<file path="src/sv/cgem_pkg.sv">
// Shared types and constants of the compass gradient edge map block.
`default_nettype none

package cgem_pkg;

    localparam int PIX_W      = 8;
    localparam int COORD_W    = 8;
    localparam int CFG_W      = 9;
    localparam int CFG_IDX_W  = 4;
    localparam int GRAD_W     = 11;  // signed six-tap difference, +/-765
    localparam int MAG_W      = 10;  // magnitude of a difference, up to 765
    localparam int SUM_W      = 12;  // nine-pixel sum, up to 2295
    localparam int SCALED_W   = 14;  // twelve times a magnitude, up to 9180
    localparam int FIFO_DEPTH = 4;

    localparam int DEF_MAX_WIDTH  = 256;
    localparam int DEF_MAX_HEIGHT = 256;

    localparam logic [CFG_W-1:0] RST_FRAME_WIDTH    = 9'd160;
    localparam logic [CFG_W-1:0] RST_FRAME_HEIGHT   = 9'd120;
    localparam logic [7:0]       RST_EDGE_THRESHOLD = 8'd0;
    localparam logic             RST_AUTO_MODE      = 1'b0;

    localparam logic [CFG_IDX_W-1:0] CFG_FRAME_WIDTH    = 4'd0;
    localparam logic [CFG_IDX_W-1:0] CFG_FRAME_HEIGHT   = 4'd1;
    localparam logic [CFG_IDX_W-1:0] CFG_EDGE_THRESHOLD = 4'd2;
    localparam logic [CFG_IDX_W-1:0] CFG_AUTO_MODE      = 4'd3;

    typedef logic [PIX_W-1:0] pixel_t;

    // 3x3 neighbourhood, index = row * 3 + column
    typedef pixel_t [8:0] win_t;

    typedef struct packed {
        logic [COORD_W-1:0] col;
        logic [COORD_W-1:0] row;
        logic               last;
    } meta_t;

    typedef struct packed {
        logic               edge_bit;
        logic [COORD_W-1:0] col_index;
        logic [COORD_W-1:0] row_index;
        logic               frame_done;
    } result_t;

endpackage

`default_nettype wire

</file>
<file path="src/sv/cgem_grad.sv">
// Compass gradient datapath: four difference sums, magnitude maximum and edge decision.
`default_nettype none

module cgem_grad
    import cgem_pkg::*;
(
    input  wire logic      aclk,
    input  wire logic      aresetn,
    input  wire logic      in_valid,
    input  wire win_t      win,
    input  wire meta_t     in_meta,
    input  wire logic      auto_mode,
    input  wire logic [7:0] edge_threshold,
    output logic           res_valid,
    output result_t        res
);

    logic signed [GRAD_W-1:0] px [9];
    logic signed [GRAD_W-1:0] g_next [4];
    logic [SUM_W-1:0]         sum_next;

    logic signed [GRAD_W-1:0] g_reg [4];
    logic [SUM_W-1:0]         sum_reg;
    meta_t                    meta_reg;
    logic                     valid_reg;

    logic [MAG_W-1:0]    mag [4];
    logic [MAG_W-1:0]    max_lo;
    logic [MAG_W-1:0]    max_hi;
    logic [MAG_W-1:0]    best;
    logic [SCALED_W-1:0] scaled;
    logic                edge_hit;

    // Stage A: six-tap differences and neighbourhood sum
    always_comb begin
        for (int i = 0; i < 9; i++) begin
            px[i] = signed'({{(GRAD_W-PIX_W){1'b0}}, win[i]});
        end
        // horizontal, vertical, then the two diagonals
        g_next[0] = -px[0] + px[2] - px[3] + px[5] - px[6] + px[8];
        g_next[1] = -px[0] + px[6] - px[1] + px[7] - px[2] + px[8];
        g_next[2] = -px[1] + px[3] - px[5] + px[7] - px[2] + px[6];
        g_next[3] = -px[1] + px[5] - px[3] + px[7] - px[0] + px[8];
        sum_next  = '0;
        for (int i = 0; i < 9; i++) begin
            sum_next = sum_next + SUM_W'(win[i]);
        end
    end

    always_ff @(posedge aclk) begin
        if (!aresetn) begin
            valid_reg <= 1'b0;
        end else begin
            valid_reg <= in_valid;
        end
        if (in_valid) begin
            g_reg    <= g_next;
            sum_reg  <= sum_next;
            meta_reg <= in_meta;
        end
    end

    // Stage B: largest magnitude, then compare
    always_comb begin
        for (int k = 0; k < 4; k++) begin
            mag[k] = g_reg[k][GRAD_W-1] ? MAG_W'(-g_reg[k]) : MAG_W'(g_reg[k]);
        end
        max_lo = (mag[1] > mag[0]) ? mag[1] : mag[0];
        max_hi = (mag[3] > mag[2]) ? mag[3] : mag[2];
        best   = (max_hi > max_lo) ? max_hi : max_lo;
        scaled = (SCALED_W'(best) << 3) + (SCALED_W'(best) << 2);
        if (auto_mode) begin
            edge_hit = scaled > SCALED_W'(sum_reg);
        end else begin
            edge_hit = best > MAG_W'(edge_threshold);
        end
    end

    assign res_valid      = valid_reg;
    assign res.edge_bit   = edge_hit;
    assign res.col_index  = meta_reg.col;
    assign res.row_index  = meta_reg.row;
    assign res.frame_done = meta_reg.last;

endmodule

`default_nettype wire
</file>
<file path="config.mk">
export PLATFORM = sky130hd
export DESIGN_NAME = cgem_grad
export DESIGN_NICKNAME = d
export VERILOG_FILES = /design/src/sv/cgem_pkg.sv /design/src/sv/cgem_grad.sv
export SDC_FILE = /design/constraint.sdc
export NUM_CORES = 1
export LEC_CHECK = 0
export ABC_AREA = 1
export BUFFER_PORTS_ARGS = -buffer_cell sky130_fd_sc_hd__buf_2
export CAP_MARGIN = 30
export CORE_MARGIN = 10
export CORE_UTILIZATION = 46
export DETAILED_ROUTE_END_ITERATION = 10
export GPL_ROUTABILITY_DRIVEN = 0
export PLACE_DENSITY = 0.63
export SLEW_MARGIN = 10
export SYNTH_ARGS = -nofsm -noshare
export SYNTH_HDL_FRONTEND = slang
export SYNTH_SLANG_ARGS = --single-unit
export TNS_END_PERCENT = 100
</file>
<file path="constraint.sdc">
create_clock -name aclk -period 10.5 [get_ports aclk]
set_clock_uncertainty 0.1 [all_clocks]
set_input_delay 2.1 -clock aclk [delete_from_list [all_inputs] [get_ports aclk]]
set_output_delay 2.1 -clock aclk [all_outputs]
set_load 0.005 [all_outputs]
</file>
# Word-level counts from Yosys, hierarchy flattened
# Cells that the tools add are included.
# W data, S select, Z words.
[word_totals]
register_bits = 74
latch_bits = 0
ramBits = 0
mem_bits_ro = 0
in_bits = 101
out_inout_bits = 19
word_cells = 57
memories = 0
[classes]
add_sub_neg = 35
multipliers = 0
div = 0
n_lt_le_gt_ge = 5
n_eq_ne = 0
shift = 0
muxes = 8
bitwise_logic = 0
reduce_logical = 0
[op_table]
columns = ["cell", "count"]
rows = [
  ["$add A11 B9 Y11", 12],
  ["$sub A11 B9 Y11", 8],
  ["$mux W10", 7],
  ["$add A12 B8 Y12", 4],
  ["$neg A10 Y10", 4],
  ["$gt A10 B10 Y1", 3],
  ["$neg A8 Y11", 2],
  ["$add A13 B12 Y14", 1],
  ["$gt A14 B12 Y1", 1],
  ["$add A11 B8 Y12", 1],
  ["$add A10 B8 Y11", 1],
  ["$add A9 B8 Y10", 1],
  ["$gt A10 B8 Y1", 1],
  ["$add A8 B8 Y9", 1],
  ["$mux W1", 1],
]

# Logic depth before layout (Yosys ltp)
[depth]
depth_word = 9
depth_mapped = 51
ltp_nobuf = 49

# Worst setup path after synthesis
# OpenSTA, ideal clock, no wires.
[synth_timing]
path_kind = "flip-flop to output port"
startpoint = "register g_reg[11] (netlist name)"
endpoint = "output res[17] (netlist name)"
t_arrival_ps = 6244
required_ps = 8300
path_slack_ps = 2056
stages_incl_launch_ff = 45
path_buffers = 4
path_cell_list = "edfxtp_1 inv_1 ha_1 nand2_1 nor3_1 inv_1 o31ai_1 xnor2_1 inv_1 ha_1 nand4_1 nor2_1 o21ai_0 o2111ai_1 nand2_1 inv_1 clkbuf_1 o21ai_0 [... 9 more ...] o21ai_0 ha_1 nand2_1 nor2_1 a211oi_1 nand2_2 inv_2 o21bai_2 xor2_1 ha_1 nand2_1 nor4_1 o211ai_1 a21oi_1 nand3_1 nand2_1 inv_1 buf_4"
[synth_via]
elab_chain_len = 9
word_cells_on_any_way = 10
cone_classes = "add/sub: 2; order compare: 4; mux: 4"
[synth_lines]
columns = ["element", "line_no", "rtl"]
rows = [
  ["start: declaration", "cgem_grad.sv:22", "logic signed [GRAD_W-1:0] g_reg [4];"],
  ["start signal: assignment", "cgem_grad.sv:57", "g_reg <= g_next;"],
  ["$neg A10 Y10", "cgem_grad.sv:66", "mag[k] = g_reg[k][GRAD_W-1] ? MAG_W'(-g_reg[k]) : MAG_W'(g_reg[k]);"],
  ["$mux W10 *", "cgem_grad.sv:66", ""],
  ["$gt A10 B10 Y1", "cgem_grad.sv:69", "max_hi = (mag[3] > mag[2]) ? mag[3] : mag[2];"],
  ["$mux W10 *", "cgem_grad.sv:69", ""],
  ["$gt A10 B10 Y1", "cgem_grad.sv:70", "best = (max_hi > max_lo) ? max_hi : max_lo;"],
  ["$mux W10 *", "cgem_grad.sv:70", ""],
  ["$add A13 B12 Y14", "cgem_grad.sv:71", "scaled = (SCALED_W'(best) << 3) + (SCALED_W'(best) << 2);"],
  ["$gt A14 B12 Y1", "cgem_grad.sv:73", "edge_hit = scaled > SCALED_W'(sum_reg);"],
  ["$mux W1 *", "cgem_grad.sv:72", "if (auto_mode) begin"],
  ["end: declaration", "cgem_grad.sv:15", "output result_t res"],
]
# Mark *: on every way between the ends. The rest lies on a longest branch, timed or not.

==> impl_metrics.ini <==
[timing]
fmax_mhz = 104
tightest_slew_ps = 913
rsz0062_at_grt = false
setup_viol = 0
finalHoldWorstSlack_ps = 1820
report.final.slew_viol_count = 0
fin_setup_tns_ps = 0
max-slew-margin-rel_pct = 39.1
worst_slack_ps = 861
period_minus_slack_ps = 9640
hold_violations = 0
period_share_pct = 91.8

[route]
drtAntennaViolNets = 0
dr_wl_met3_microns = 1270
wire_per_inst_microns = 16.9
num_vias = 8829
drt-met1-wl_microns = 13200
route.met2.wl_microns = 14800
drt_iter0_drc = 514
wirelength_microns = 30000
drc_errors = 0
first_pass_iters = 5
via_per_inst = 4.96
highest_layer = met4

[logic_synthesis]
seq_area_frac_synth_pct = 18.5
yosysUniqueCellTypes = 49
ys.flop_type = edfxtp_1
synth_edf_count = 73
ys_ff_latch = 74
ys_warn_count = 0
syn_area_per_cell_sq_um = 9.12
synth_nets = 1722
netlist_instances = 1314
synth_async_sr_flop_share_pct = 0
synth.cell_area_sq_um = 12000

[clock_tree]
cts_buffers = 9
cts_root_buf = clkbuf_16
ctsHoldBuffers = 0
cts-htree-levels = 3
cts-resized-gates = 0
clockBufferDepth = 2
path_clk_slew_ps = 70
clock_sinks = 74
post_cts_buffers = 0
cts_tree = yes

[floorplan]
coreArea_sq_um = 25800
die_w_microns = 181
die_y_microns = 181
dieArea_sq_um = 32900
fp-row-count = 59
io_pins = 120
start_util_pct = 46.4

[layout]
final_util_pct = 51.5
nNetsFinal = 1846
syn2layout_area_growth_pct = 10.9
largest_reg_flops = 44
drive_gt1_share_pct = 13.4

[global_route]
grt_max_degree = 67
grt_pass1_wl_microns = 48900
grt_pass1_vias = 9255
grt_usage_pct = 18.9
antenna_found_initial = 0
overflow = 0

[placement]
dpl.hpwl_microns = 27000
dp_slack_ps = 1160
io_buffers = 119

[critical_path]
crit_slowest_cell = edfxtp_1
crit_buf_inv = 8
cp_data_required_time_ps = 8300
cp-start-kind = flip-flop
crit_fanout = 16
path_class = reg -> out
end_kind = output port
slowest_delay_ps = 420
cp_top_family = simple AND/OR/NAND/NOR gates
critical_path_arrival_ps = 7440

[outcome]
status = complete, no violations

[hold_path]
hp-class = in -> reg

[flow_run]
cap_viol_max_count = 0
-- per-stage QoR --
| stage | cells | area (sq um) |
|---|---|---|
| after detailed placement | 1762 | 13000 |
| after CTS | 1778 | 13300 |
| after global placement | 1762 | 13000 |
| after global routing | 1778 | 13300 |
| after floorplan | 1314 | 12000 |
| final | 1779 | 13300 |
-- path summary, 6_finish.rpt --
path / slack [ps] / depth (start not counted) / startpoint / to
worst min-delay path: 1820 / 1 / in_meta[5] / res[5]
worst max-delay path: 860 / 41 / g_reg[11] / res[17]
-- layer usage --
layer  track usage (%)  vias up
met1              24.4     4254
met2              32.5      225
met3              2.17       40
li1                  -     4310
met5                 0        -
met4              5.69        0
-- cells in the final DEF (no fill, tap or decap), types with 19 or more instances in the layout --
| cell | count |
|---|---|
| nand2_2 | 24 |
| ha_1 | 125 |
| nor2_1 | 54 |
| o21ai_0 | 55 |
| edfxtp_1 | 73 |
| xnor2_1 | 19 |
| inv_1 | 359 |
| buf_2 | 118 |
| nand3_1 | 34 |
| xor2_1 | 65 |
| fa_1 | 182 |
| nand2_1 | 160 |
| a21oi_1 | 54 |
-- synth_stat cells, types with 4 or more instances --
cell      count  share of area [%]
inv_1       359                 11
fa_1        182                 30
nand2_1     160                5.0
ha_1        125                 13
edfxtp_1     73                 18
xor2_1       65                4.7
o21ai_0      57                2.4
a21oi_1      54                2.3
nor2_1       54                1.7
nand3_1      34                1.4
nand2_2      24                1.3
xnor2_1      19                1.4
nor3_1       13               0.54
nand4_1       9               0.47
nand3_2       6               0.50
o31ai_1       6               0.38
inv_2         5               0.16
o21ai_1       5               0.21
o21bai_1      5               0.31
a211oi_1      4               0.25
a31oi_1       4               0.21
nand2_4       4               0.38
nand3b_1      4               0.25
nor2_2        4               0.21
or2_2         4               0.21
-- final cells by class --
cell class | count | area, sq um
antenna | 1 | 2.50
clock buffer | 9 | 225
clock inverter | 7 | 118
fill | 2401 | 12500
inverter | 366 | 1370
multi-input combinational | 867 | 8340
sequential | 74 | 2210
tap | 335 | 419
timing repair buffer | 120 | 606
-- cells by family after synthesis --
family	count (synthesis)	synth area share [%]
XOR/XNOR	86	6.50
buffers and inverters	373	12.0
adder cells (fa/ha/maj)	307	43.4
AND/OR/NAND/NOR	325	12.7
AO/OA/AOI/OAI	149	6.95
flip-flops	74	18.5
Power is not shown: default switching activity piles up to over one toggle a cycle in this logic, so the estimate is an artifact.
